<file path="src/hw/rtl/tdl_pkg.sv">
// Package for the thermocouple dead-band logger.
// Field widths, register indexes, result type and magnitude helper.
// No dependencies.
`timescale 1ns / 1ps

package tdl_pkg;

	localparam int unsigned ValueW  = 14;
	localparam int unsigned WholeW  = 11;
	localparam int unsigned TenthsW = 4;
	localparam int unsigned ThreshW = 13;
	localparam int unsigned ByteW   = 8;
	localparam int unsigned CfgIdxW = 1;
	localparam int unsigned CfgW    = ThreshW;
	localparam int unsigned NumCh   = 2;

	localparam logic [ValueW-1:0]  SignBit   = 14'h2000;
	localparam logic [ValueW-1:0]  TagCh1    = 14'h0100;
	localparam logic [ValueW-1:0]  TagCh2    = 14'h0200;
	localparam logic [ValueW-1:0]  FltCh1    = 14'h0400;
	localparam logic [ValueW-1:0]  FltCh2    = 14'h0800;
	localparam logic [ThreshW-1:0] ThreshRst = 13'd3;

	typedef enum logic [CfgIdxW-1:0] {
		CFG_RECORD_ENABLE    = 1'b0,
		CFG_CHANGE_THRESHOLD = 1'b1
	} tdl_cfg_idx_t;

	typedef struct packed {
		logic               fault_seen;
		logic               log_valid;
		logic [ValueW-1:0]  log_word;
		logic               negative;
		logic [WholeW-1:0]  whole_degrees;
		logic [TenthsW-1:0] tenths_digit;
		logic               last;
	} tdl_result_t;

	function automatic logic [ValueW-1:0] mag_of(input logic [ValueW-1:0] v);
		logic [ValueW-1:0] m;
		if (v[ValueW-1]) begin
			m = ~v + 14'd1;
		end else begin
			m = v;
		end
		return m;
	endfunction

endpackage

</file>
<file path="src/hw/rtl/tdl_if.sv">
// Valid/ready channel interfaces for the dead-band logger.
// Reading channel and result channel; uses tdl_pkg widths.
`timescale 1ns / 1ps

interface tdl_in_if import tdl_pkg::*; ();
	logic             valid;
	logic             ready;
	logic             channel_select;
	logic [ByteW-1:0] raw_high;
	logic [ByteW-1:0] raw_mid;
	logic             fault_flag;
	logic [ByteW-1:0] time_stamp;

	modport source (output valid, channel_select, raw_high, raw_mid, fault_flag, time_stamp,
		input ready);
	modport sink (input valid, channel_select, raw_high, raw_mid, fault_flag, time_stamp,
		output ready);
endinterface

interface tdl_out_if import tdl_pkg::*; ();
	logic               valid;
	logic               ready;
	logic               fault_seen;
	logic               log_valid;
	logic [ValueW-1:0]  log_word;
	logic               negative;
	logic [WholeW-1:0]  whole_degrees;
	logic [TenthsW-1:0] tenths_digit;
	logic               last;

	modport source (output valid, fault_seen, log_valid, log_word, negative, whole_degrees,
		tenths_digit, last, input ready);
	modport sink (input valid, fault_seen, log_valid, log_word, negative, whole_degrees,
		tenths_digit, last, output ready);
endinterface

</file>
<file path="src/hw/rtl/thermocouple_deadband_logger_unit.sv">
// Top level of the thermocouple dead-band logger.
// Uses tdl_pkg and the channel interfaces in tdl_if.sv.
`timescale 1ns / 1ps

// Takes one reading per word on in_ch and returns one result word, or two when
// the reading is logged (time word, then raw value). A reading is accepted every
// cycle unless the s1 stage is stalled by out_ch back-pressure or by a logged
// reading, whose time word in a_q and raw value in b_q must both be taken before
// the next result loads. A reading is registered in the s1 stage, then its result
// in a_q, which drives out_ch. Write record_enable and change_threshold through
// cfg_we/cfg_index/cfg_data only while no reading is in flight.
module thermocouple_deadband_logger_unit
	import tdl_pkg::*;
(
	input  logic               clk,
	input  logic               arst_n,
	tdl_in_if.sink             in_ch,
	tdl_out_if.source          out_ch,
	input  logic               cfg_we,
	input  logic [CfgIdxW-1:0] cfg_index,
	input  logic [CfgW-1:0]    cfg_data
);

	logic               record_enable_q;
	logic [ThreshW-1:0] change_threshold_q;
	logic [ValueW-1:0]  logged_value_q [NumCh];
	logic [NumCh-1:0]   channel_faulted_q;

	logic             valid_s1;
	logic             channel_select_s1;
	logic [ByteW-1:0] raw_high_s1;
	logic [ByteW-1:0] raw_mid_s1;
	logic             fault_flag_s1;
	logic [ByteW-1:0] time_stamp_s1;

	tdl_result_t a_q;
	tdl_result_t b_q;
	logic        a_valid_q;
	logic        b_pend_q;

	logic              in_acc;
	logic              out_take;
	logic              load;
	logic [ValueW-1:0] value;
	logic [ValueW-1:0] mag;
	logic [ValueW-1:0] prev;
	logic [ValueW-1:0] prev_mag;
	logic [ValueW-1:0] diff;
	logic [ValueW-1:0] time_word;
	logic [TenthsW-1:0] frac;
	logic              do_log;
	tdl_result_t       first;
	tdl_result_t       second;

	assign in_acc   = in_ch.valid && in_ch.ready;
	assign out_take = a_valid_q && out_ch.ready;
	assign load     = valid_s1 && (!a_valid_q || (out_take && !b_pend_q));
	assign in_ch.ready = !valid_s1 || load;

	always_ff @(posedge clk or negedge arst_n) begin
		if (!arst_n) begin
			record_enable_q    <= 1'b0;
			change_threshold_q <= ThreshRst;
		end else if (cfg_we) begin
			unique case (tdl_cfg_idx_t'(cfg_index))
				CFG_RECORD_ENABLE:    record_enable_q    <= cfg_data[0];
				CFG_CHANGE_THRESHOLD: change_threshold_q <= cfg_data[ThreshW-1:0];
				default: ;
			endcase
		end
	end

	always_ff @(posedge clk or negedge arst_n) begin
		if (!arst_n) begin
			valid_s1 <= 1'b0;
		end else if (in_acc) begin
			valid_s1 <= 1'b1;
		end else if (load) begin
			valid_s1 <= 1'b0;
		end
	end

	always_ff @(posedge clk) begin
		if (in_acc) begin
			channel_select_s1 <= in_ch.channel_select;
			raw_high_s1       <= in_ch.raw_high;
			raw_mid_s1        <= in_ch.raw_mid;
			fault_flag_s1     <= in_ch.fault_flag;
			time_stamp_s1     <= in_ch.time_stamp;
		end
	end

	always_comb begin
		value    = {raw_high_s1[7], raw_high_s1[5:0], raw_mid_s1[7:1]};
		mag      = mag_of(value);
		frac     = {1'b0, mag[2:0]};
		if (frac > 4'd3) begin
			frac = frac + 4'd1;
		end
		if (mag[3] && ((frac == 4'd8) || (value[ValueW-1] && (frac == 4'd3)))) begin
			frac = frac + 4'd1;
		end
		prev     = logged_value_q[channel_select_s1];
		prev_mag = mag_of(prev);
		diff     = (mag > prev_mag) ? (mag - prev_mag) : (prev_mag - mag);
		do_log   = !fault_flag_s1 && record_enable_q &&
			((prev[ValueW-1] != value[ValueW-1]) || (diff > {1'b0, change_threshold_q}));
		time_word = SignBit | {{(ValueW-ByteW){1'b0}}, time_stamp_s1} |
			(channel_select_s1 ? TagCh2 : TagCh1);
		if (channel_faulted_q[channel_select_s1]) begin
			time_word = time_word | (channel_select_s1 ? FltCh2 : FltCh1);
		end

		first               = '0;
		first.negative      = value[ValueW-1];
		first.whole_degrees = mag[ValueW-1:3];
		first.tenths_digit  = frac;
		first.log_valid     = do_log;
		first.log_word      = do_log ? time_word : '0;
		first.last          = !do_log;
		if (fault_flag_s1) begin
			first            = '0;
			first.fault_seen = 1'b1;
			first.last       = 1'b1;
		end
		second          = first;
		second.log_word = value;
		second.last     = 1'b1;
	end

	always_ff @(posedge clk or negedge arst_n) begin
		if (!arst_n) begin
			logged_value_q[0] <= '0;
			logged_value_q[1] <= '0;
			channel_faulted_q <= '0;
		end else if (load) begin
			channel_faulted_q[channel_select_s1] <= fault_flag_s1;
			if (do_log) begin
				logged_value_q[channel_select_s1] <= value;
			end
		end
	end

	always_ff @(posedge clk or negedge arst_n) begin
		if (!arst_n) begin
			a_valid_q <= 1'b0;
			b_pend_q  <= 1'b0;
		end else if (load) begin
			a_valid_q <= 1'b1;
			b_pend_q  <= do_log;
		end else if (out_take) begin
			a_valid_q <= b_pend_q;
			b_pend_q  <= 1'b0;
		end
	end

	always_ff @(posedge clk) begin
		if (load) begin
			a_q <= first;
			b_q <= second;
		end else if (out_take && b_pend_q) begin
			a_q <= b_q;
		end
	end

	assign out_ch.valid         = a_valid_q;
	assign out_ch.fault_seen    = a_q.fault_seen;
	assign out_ch.log_valid     = a_q.log_valid;
	assign out_ch.log_word      = a_q.log_word;
	assign out_ch.negative      = a_q.negative;
	assign out_ch.whole_degrees = a_q.whole_degrees;
	assign out_ch.tenths_digit  = a_q.tenths_digit;
	assign out_ch.last          = a_q.last;

	a_pend_needs_valid: assert property (@(posedge clk) disable iff (!arst_n)
		b_pend_q |-> a_valid_q)
		else $error("second log word pending without a word on the output");

	a_pend_first_not_last: assert property (@(posedge clk) disable iff (!arst_n)
		b_pend_q |-> (!a_q.last && a_q.log_valid))
		else $error("time word marked last while raw word pending");

	a_second_follows: assert property (@(posedge clk) disable iff (!arst_n)
		(out_take && b_pend_q) |=> (a_valid_q && a_q.last && a_q.log_valid))
		else $error("raw log word did not follow the time word");

	a_fault_no_log: assert property (@(posedge clk) disable iff (!arst_n)
		(a_valid_q && a_q.fault_seen) |-> (!a_q.log_valid && a_q.last))
		else $error("faulted reading produced a log word");

endmodule

</file>
<file path="src/flat_wrapper.sv">
// flat-port wrapper written by rule: the top's interface ports become plain ports
module thermocouple_deadband_logger_unit_flat import tdl_pkg::*;
  (clk, arst_n, cfg_we, cfg_index, cfg_data, in_ch_valid, in_ch_channel_select, in_ch_raw_high, in_ch_raw_mid, in_ch_fault_flag, in_ch_time_stamp, in_ch_ready, out_ch_valid, out_ch_fault_seen, out_ch_log_valid, out_ch_log_word, out_ch_negative, out_ch_whole_degrees, out_ch_tenths_digit, out_ch_last, out_ch_ready);
  tdl_in_if in_ch_i ();
  tdl_out_if out_ch_i ();
  input  logic clk;
  input  logic arst_n;
  input  logic cfg_we;
  input  logic [CfgIdxW-1:0] cfg_index;
  input  logic [CfgW-1:0] cfg_data;
  input wire logic [$bits(in_ch_i.valid)-1:0] in_ch_valid;
  input wire logic [$bits(in_ch_i.channel_select)-1:0] in_ch_channel_select;
  input wire logic [$bits(in_ch_i.raw_high)-1:0] in_ch_raw_high;
  input wire logic [$bits(in_ch_i.raw_mid)-1:0] in_ch_raw_mid;
  input wire logic [$bits(in_ch_i.fault_flag)-1:0] in_ch_fault_flag;
  input wire logic [$bits(in_ch_i.time_stamp)-1:0] in_ch_time_stamp;
  output wire logic [$bits(in_ch_i.ready)-1:0] in_ch_ready;
  output wire logic [$bits(out_ch_i.valid)-1:0] out_ch_valid;
  output wire logic [$bits(out_ch_i.fault_seen)-1:0] out_ch_fault_seen;
  output wire logic [$bits(out_ch_i.log_valid)-1:0] out_ch_log_valid;
  output wire logic [$bits(out_ch_i.log_word)-1:0] out_ch_log_word;
  output wire logic [$bits(out_ch_i.negative)-1:0] out_ch_negative;
  output wire logic [$bits(out_ch_i.whole_degrees)-1:0] out_ch_whole_degrees;
  output wire logic [$bits(out_ch_i.tenths_digit)-1:0] out_ch_tenths_digit;
  output wire logic [$bits(out_ch_i.last)-1:0] out_ch_last;
  input wire logic [$bits(out_ch_i.ready)-1:0] out_ch_ready;
  assign in_ch_i.valid = in_ch_valid;
  assign in_ch_i.channel_select = in_ch_channel_select;
  assign in_ch_i.raw_high = in_ch_raw_high;
  assign in_ch_i.raw_mid = in_ch_raw_mid;
  assign in_ch_i.fault_flag = in_ch_fault_flag;
  assign in_ch_i.time_stamp = in_ch_time_stamp;
  assign in_ch_ready = in_ch_i.ready;
  assign out_ch_valid = out_ch_i.valid;
  assign out_ch_fault_seen = out_ch_i.fault_seen;
  assign out_ch_log_valid = out_ch_i.log_valid;
  assign out_ch_log_word = out_ch_i.log_word;
  assign out_ch_negative = out_ch_i.negative;
  assign out_ch_whole_degrees = out_ch_i.whole_degrees;
  assign out_ch_tenths_digit = out_ch_i.tenths_digit;
  assign out_ch_last = out_ch_i.last;
  assign out_ch_i.ready = out_ch_ready;
  thermocouple_deadband_logger_unit u_core (.clk(clk), .arst_n(arst_n), .in_ch(in_ch_i), .out_ch(out_ch_i), .cfg_we(cfg_we), .cfg_index(cfg_index), .cfg_data(cfg_data));
endmodule
</file>
<file path="config.mk">
export PLATFORM = sky130hd
export DESIGN_NAME = thermocouple_deadband_logger_unit_flat
export DESIGN_NICKNAME = d
export VERILOG_FILES = /design/src/hw/rtl/tdl_pkg.sv /design/src/hw/rtl/tdl_if.sv /design/src/hw/rtl/thermocouple_deadband_logger_unit.sv /design/src/flat_wrapper.sv
export SDC_FILE = /design/constraint.sdc
export NUM_CORES = 1
export LEC_CHECK = 0
export BUFFER_PORTS_ARGS = -buffer_cell sky130_fd_sc_hd__buf_2
export CAP_MARGIN = 0
export CORE_ASPECT_RATIO = 0.7
export CORE_UTILIZATION = 54
export CTS_CLUSTER_DIAMETER = 120
export DETAILED_ROUTE_END_ITERATION = 12
export GPL_ROUTABILITY_DRIVEN = 0
export PLACE_DENSITY_LB_ADDON = 0.1
export SLEW_MARGIN = 30
export SYNTH_ARGS = -nofsm -noshare
export SYNTH_HDL_FRONTEND = slang
export SYNTH_SLANG_ARGS = --single-unit
</file>
<file path="constraint.sdc">
create_clock -name clk -period 5.95 [get_ports clk]
set_input_delay 1.785 -clock clk [delete_from_list [all_inputs] [get_ports clk]]
set_output_delay 1.785 -clock clk [all_outputs]
set_load 0.005 [all_outputs]
</file>
# ---- After elaboration in Yosys (flattened, before gate mapping)
# Index checks and enable logic that the tools add are counted.
dict set report word_totals {
  word_cells 103
  regBits 138
  input_bits 45
}
dict set report classes {
  muxes 29
  n_lt_le_gt_ge 7
  add_sub_neg 6
  n_eq_ne 3
  n_reduce_logical 26
  bitwise_logic 6
}
# op n
set op_table {}
lappend op_table {{2-to-1 mux 14 bit} 9}
lappend op_table {{2-to-1 mux 33 bit} 3}
lappend op_table {{adder 14 x 1 -> 14 bit (second input constant)} 2}
lappend op_table {{bitwise mux 28 bit} 1}
lappend op_table {{NOT 14 bit} 2}
lappend op_table {{bitwise OR 14 bit} 2}
lappend op_table {{subtractor 14 bit} 2}
lappend op_table {{demux 14 bit (select 1 bit)} 1}
lappend op_table {{> comparator 14 x 13 -> 1 bit} 1}
lappend op_table {{> comparator 14 bit} 1}
lappend op_table {{2-to-1 mux 12 bit} 1}
lappend op_table {{logical AND 1 bit} 11}
lappend op_table {{2-to-1 mux 10 bit} 1}
lappend op_table {{2-to-1 mux 1 bit} 9}
lappend op_table {{2-to-1 mux 4 bit} 2}
lappend op_table {{AND reduction 2 bit} 3}
lappend op_table {{nonzero test 2 bit} 3}
lappend op_table {{logical NOT 1 bit} 5}
lappend op_table {{adder 3 x 1 -> 4 bit (second input constant)} 1}
lappend op_table {{adder 4 x 1 -> 4 bit (second input constant)} 1}
lappend op_table {{== test 4 x 2 -> 1 bit (second input constant)} 1}
lappend op_table {{== test 4 bit (second input constant)} 1}
lappend op_table {{logical OR 1 bit} 4}
lappend op_table {{> comparator 3 x 2 -> 1 bit (second input constant)} 1}
lappend op_table {{other kinds (9)} 9}

# ---- Longest topological paths before layout
dict set report depth {
  word_depth 15
  mapped_depth 30
  mapped_depth_nobuf 27
}

# ---- Worst setup path before layout
# OpenSTA, ideal clock, no wires.
dict set report synth_timing {
  path_kind {flip-flop to flip-flop}
  start {register u_core.channel_select_s1}
  end {register u_core.logged_value_q[19] (netlist name)}
  path_stages_with_launch 31
  setup_time_ns 0.125
  arrival_time_ns 6.419
  setup_slack_ns -0.594
  period_less_slack_ns 6.544
  required_time_ns 5.825
  path_cell_list {edfxtp_1 > clkbuf_1 > clkbuf_1 > buf_1 > mux2i_1 > nor2b_1 > nand2_1 > a21boi_0 > xor2_1 > inv_1 > ha_1 > clkbuf_1 > o21ai_0 > nor2_1 > o31a_2 > a21oi_2 > or3b_1 > o21ai_0 > o221ai_1 > xnor2_1 > ha_1 > nand4_1 > o21bai_1 > a31oi_1 > o21ai_0 > a221oi_1 > nor3_2 > buf_6 > nor3_4 > buf_12 > mux2_4}
}
dict set report synth_via {
  elab_chain_cells 13
  word_cells_on_any_way 22
  cone_classes {add/sub: 3; order compare: 4; eq/ne: 1; mux: 8; bitwise: 2; reduce/logical: 4}
}
# element line
set synth_rtl {}
lappend synth_rtl {{start, declared} thermocouple_deadband_logger_unit.sv:30} ;# logic channel_select_s1;
lappend synth_rtl {{start signal, assigned} thermocouple_deadband_logger_unit.sv:85} ;# channel_select_s1 <= in_ch.channel_select;
lappend synth_rtl {{NOT 1 -> 2 bit (implied by the code) (*)} {thermocouple_deadband_logger_unit.sv:103, thermocouple_deadband_logger_unit.sv:139}}
lappend synth_rtl {{2-to-1 mux 14 bit (implied by the code) (3 in a row)} thermocouple_deadband_logger_unit.sv:103} ;# prev = logged_value_q[channel_select_s1];
lappend synth_rtl {{NOT 14 bit} tdl_pkg.sv:42} ;# m = ~v + 14'd1;
lappend synth_rtl {{adder 14 x 1 -> 14 bit} tdl_pkg.sv:42}
lappend synth_rtl {{2-to-1 mux 14 bit} tdl_pkg.sv:41} ;# if (v[ValueW-1]) begin
lappend synth_rtl {{subtractor 14 bit or > comparator 14 bit (tied branches)} thermocouple_deadband_logger_unit.sv:105} ;# diff = (mag > prev_mag) ? (mag - prev_mag) : (prev_mag - mag);
lappend synth_rtl {{2-to-1 mux 14 bit} thermocouple_deadband_logger_unit.sv:105}
lappend synth_rtl {{> comparator 14 x 13 -> 1 bit} thermocouple_deadband_logger_unit.sv:107} ;# ((prev[ValueW-1] != value[ValueW-1]) || (diff > {1'b0, change_threshold_q}));
lappend synth_rtl {{logical OR 1 bit} thermocouple_deadband_logger_unit.sv:107}
lappend synth_rtl {{logical AND 1 bit} thermocouple_deadband_logger_unit.sv:106} ;# do_log = !fault_flag_s1 && record_enable_q &&
lappend synth_rtl {{AND reduction 2 bit (no line)} n/a}
lappend synth_rtl {{end signal, assigned by index} thermocouple_deadband_logger_unit.sv:139} ;# logged_value_q[channel_select_s1] <= value;
lappend synth_rtl {{end, declared} thermocouple_deadband_logger_unit.sv:26} ;# logic [ValueW-1:0] logged_value_q [NumCh];
# Mark *: on every way between the ends. The rest lies on a longest branch, timed or not. The select of a mux whose other input is x is not followed.
# A chain may end at the register's enable or synchronous reset.

# ---- Worst setup path in the final report
dict set report layout_timing {
  start {register u_core.channel_select_s1}
  end {register u_core.logged_value_q[21] (netlist name)}
}
# Same word-level chain as after synthesis.

==> out/metrics.cfg <==
[timing]
fmax_ghz=0.159
finalHoldViolCount=0
fin_crit_ns=6.27
whs_ns=0.508
tightest_slew_ns=0.661
period_share_pct=105
fin_skew_ns=0.0156
rsz0062_at_grt=true
slew_headroom_pct=55.9
fin_ws_ns=-0.321
finalSetupViolCount=44
maxSlewViolCount=0

[die]
die_x_um=144
io_pins=80
coreArea_sq_um=13500
die_area_sq_um=14600
start_util_pct=56.6
num_rows=35
dieHeight_um=101

[drt]
route.vias.total=5919
wirelength_mm=19.6
viasPerCell=5.59
drc_errors=0
dr.pass1.iters=5
ant_nets=0
wl_per_cell_um=18.5
drtIter0Drc=382

[synthesis]
synth_top_cell_by_area=edfxtp_1
synth-seq-cells=136
synth_area_sq_um=7640
synthArstFlopShare_pct=34.6
syn_area_per_cell_sq_um=11.3
synthFlopType=edfxtp_1
synthTopCellsByArea=edfxtp_1 (35%), dfrtp_1 (15%), ha_1 (7.5%)
seq_area_frac_synth_pct=50.4
synth_top_cell_area_share_pct=35.0
yosysWarnings=0
syn_inst=673
synth-edff-count=89
synth.net_count=766
synth_cell_types=66

[clocking]
ctsHoldBuffers=0
clockBufferDepth=2
cts.sinks=136
cts_tree=yes
cts_made_buffers=17
clk_latency_ns=0.42
cts_root_buf=clkbuf_16
cts_max_level=4
path_clk_slew_ns=0.06

[hold_path]
min_from=u_core.logged_value_q[0]
hold_end=u_core.logged_value_q[0]
hold_class=reg -> reg
holdPathStages=1

[placed_design]
dpl.hpwl_mm=13.5
io_buffers=77

[final_layout]
drive_gt1_share_pct=39.3
syn_to_final_growth_pct=31.6
n_antenna_cell=0
nFillCells=923
fin_nets=953
multi_input_area_sq_um=3770
regArea_sq_um=3850

[setup_path]
cp_slowest_cell=or4_4
crit_path_max_incr_delay_ns=0.51
cp-start-kind=register
timing.rr.start=u_core.channel_select_s1
rr_worst_depth=28
r2r_slack_ns=-0.32
cp_top_family=simple AND/OR/NAND/NOR gates
crit_arrival_ns=6.56
crit_buf_inv=5
worstPathRequired_ns=6.24
cp_common_cell=buf_6
r2r-end=u_core.logged_value_q[21]
cp_max_fo=8
worstSetupPathType=reg -> reg
end_kind=register

[run]
drv_cap=0

[grt]
grt_max_degree=48
globalRouteOverflowTotal=0
grt_use_total_pct=28.4
grt_pass1_wl_mm=31.2
antenna_found_initial=0
first_global_vias=6079

[run_status]
failed_checks=negative setup slack
status=finished with violations

cell usage in the layout (no fill, tap or decap), drive strengths merged, types with 6 or more instances in the layout:
| cell type | Yosys | layout |
|---|---|---|
| a21oi | 40 | 40 |
| nand4 | 7 | 7 |
| buf | 10 | 196 |
| nor3 | 9 | 9 |
| edfxtp | 89 | 89 |
| dfrtp | 45 | 45 |
| clkbuf | 19 | 19 |
| mux2i | 18 | 18 |
| and2 | 7 | 7 |
| inv | 49 | 57 |
| nand2b | 8 | 8 |
| a21o | 16 | 16 |
| xnor2 | 16 | 16 |
| ha | 46 | 46 |
| a211oi | 6 | 6 |
| o21ai | 29 | 29 |
| o21bai | 8 | 8 |
| nand3 | 7 | 7 |
| xor2 | 22 | 22 |
| nor2 | 27 | 27 |
| o31ai | 8 | 8 |
| nand2 | 75 | 75 |
| nor2b | 8 | 8 |
| mux2 | 52 | 52 |
final cells by class:
class,count,area share (%)
flip-flops and latches,136,38.3
multi-input cells,457,37.5
repair buffers,197,14.1
clock buffers,18,4.27
well taps,185,2.30
inverters,51,1.90
clock inverters,14,1.62
synthesized netlist by cell type (all sizes together) (18+ instances only):
cell type  count
inv           49
dfrtp         45
nor2          27
edfxtp        89
mux2          52
ha            46
nand2         75
mux2i         18
xor2          22
a21oi         40
clkbuf        19
o21ai         29
logic make-up after synthesis:
| logic type | after synthesis | share of synthesized area (%) |
|---|---|---|
| simple gates | 164 | 10.6 |
| compound gates | 137 | 11.7 |
| flops | 136 | 50.4 |
| buf+inv | 80 | 4.39 |
| mux | 70 | 10.4 |
| fa+ha+maj | 48 | 8.06 |
| xor+xnor | 38 | 4.36 |
flip-flops by register name, indices dropped and copies added, names as in the netlist, 2 cells and up:
| register | count |
|---|---|
| u_core.b_q | 32 |
| u_core.change_threshold_q | 13 |
| u_core.channel_faulted_q | 2 |
| u_core.logged_value_q | 28 |
| u_core.out_ch.log_word | 14 |
| u_core.out_ch.tenths_digit | 4 |
| u_core.out_ch.whole_degrees | 11 |
| u_core.raw_high_s1 | 7 |
| u_core.raw_mid_s1 | 7 |
| u_core.time_stamp_s1 | 8 |
layer usage:
layer	vias to the layer above	track usage, %	wire length [um]
met2	182	45.9	9320
met1	2922	39.1	9030
met4	0	8.42	302
met3	28	5.58	949
li1	2787	-	-
met5	-	0	0
stage by stage:
stage                     instance area (sq um)  TNS (ns)  setup slack (ns)  util (%)  std cells
after CTS                                  9880     -2.85            -0.123      73.3       1053
after detailed placement                   8980    -10.76            -0.380      66.6       1009
after global placement                     8960     -5.48            -0.226      66.5       1008
after floorplan                            7710         0            0.0118         -        673
final                                     10100    -10.91            -0.321      74.5       1058
after global routing                      10100    -20.59            -0.534      74.5       1058
repair_timing:
item	4_1_cts	5_1_grt
setup buffers	11	3
pin swaps	4	19
endpoints found under the setup margin	44	45
gates resized for setup	44	33
gates cloned	1	1
worst reg2reg max path: cells and delay by family (launching register included):
kind,cells,cell delay [ns]
simple gates,9,1.95
compound gates,7,1.29
mux,3,0.84
buf+inv,5,0.82
fa+ha+maj,2,0.64
flops,1,0.39
xor+xnor,2,0.23
how the worst max path moves through the flow:
stage,start,end,slack (ns),cells after the start
2_1_floorplan,u_core.channel_select_s1,u_core.logged_value_q[19],0.01,30
3_3_place_gp,u_core.raw_mid_s1[6],u_core.logged_value_q[25],-0.23,26
3_5_place_dp,u_core.channel_select_s1,u_core.logged_value_q[21],-0.38,28
4_1_cts,u_core.channel_select_s1,u_core.logged_value_q[21],-0.12,29
5_1_grt,u_core.channel_select_s1,u_core.logged_value_q[26],-0.53,29
6_report,u_core.channel_select_s1,u_core.logged_value_q[21],-0.32,28
Power is left out: the tool's default activity adds up to more than one toggle a clock period on the data nets, which glitch-free logic cannot reach.
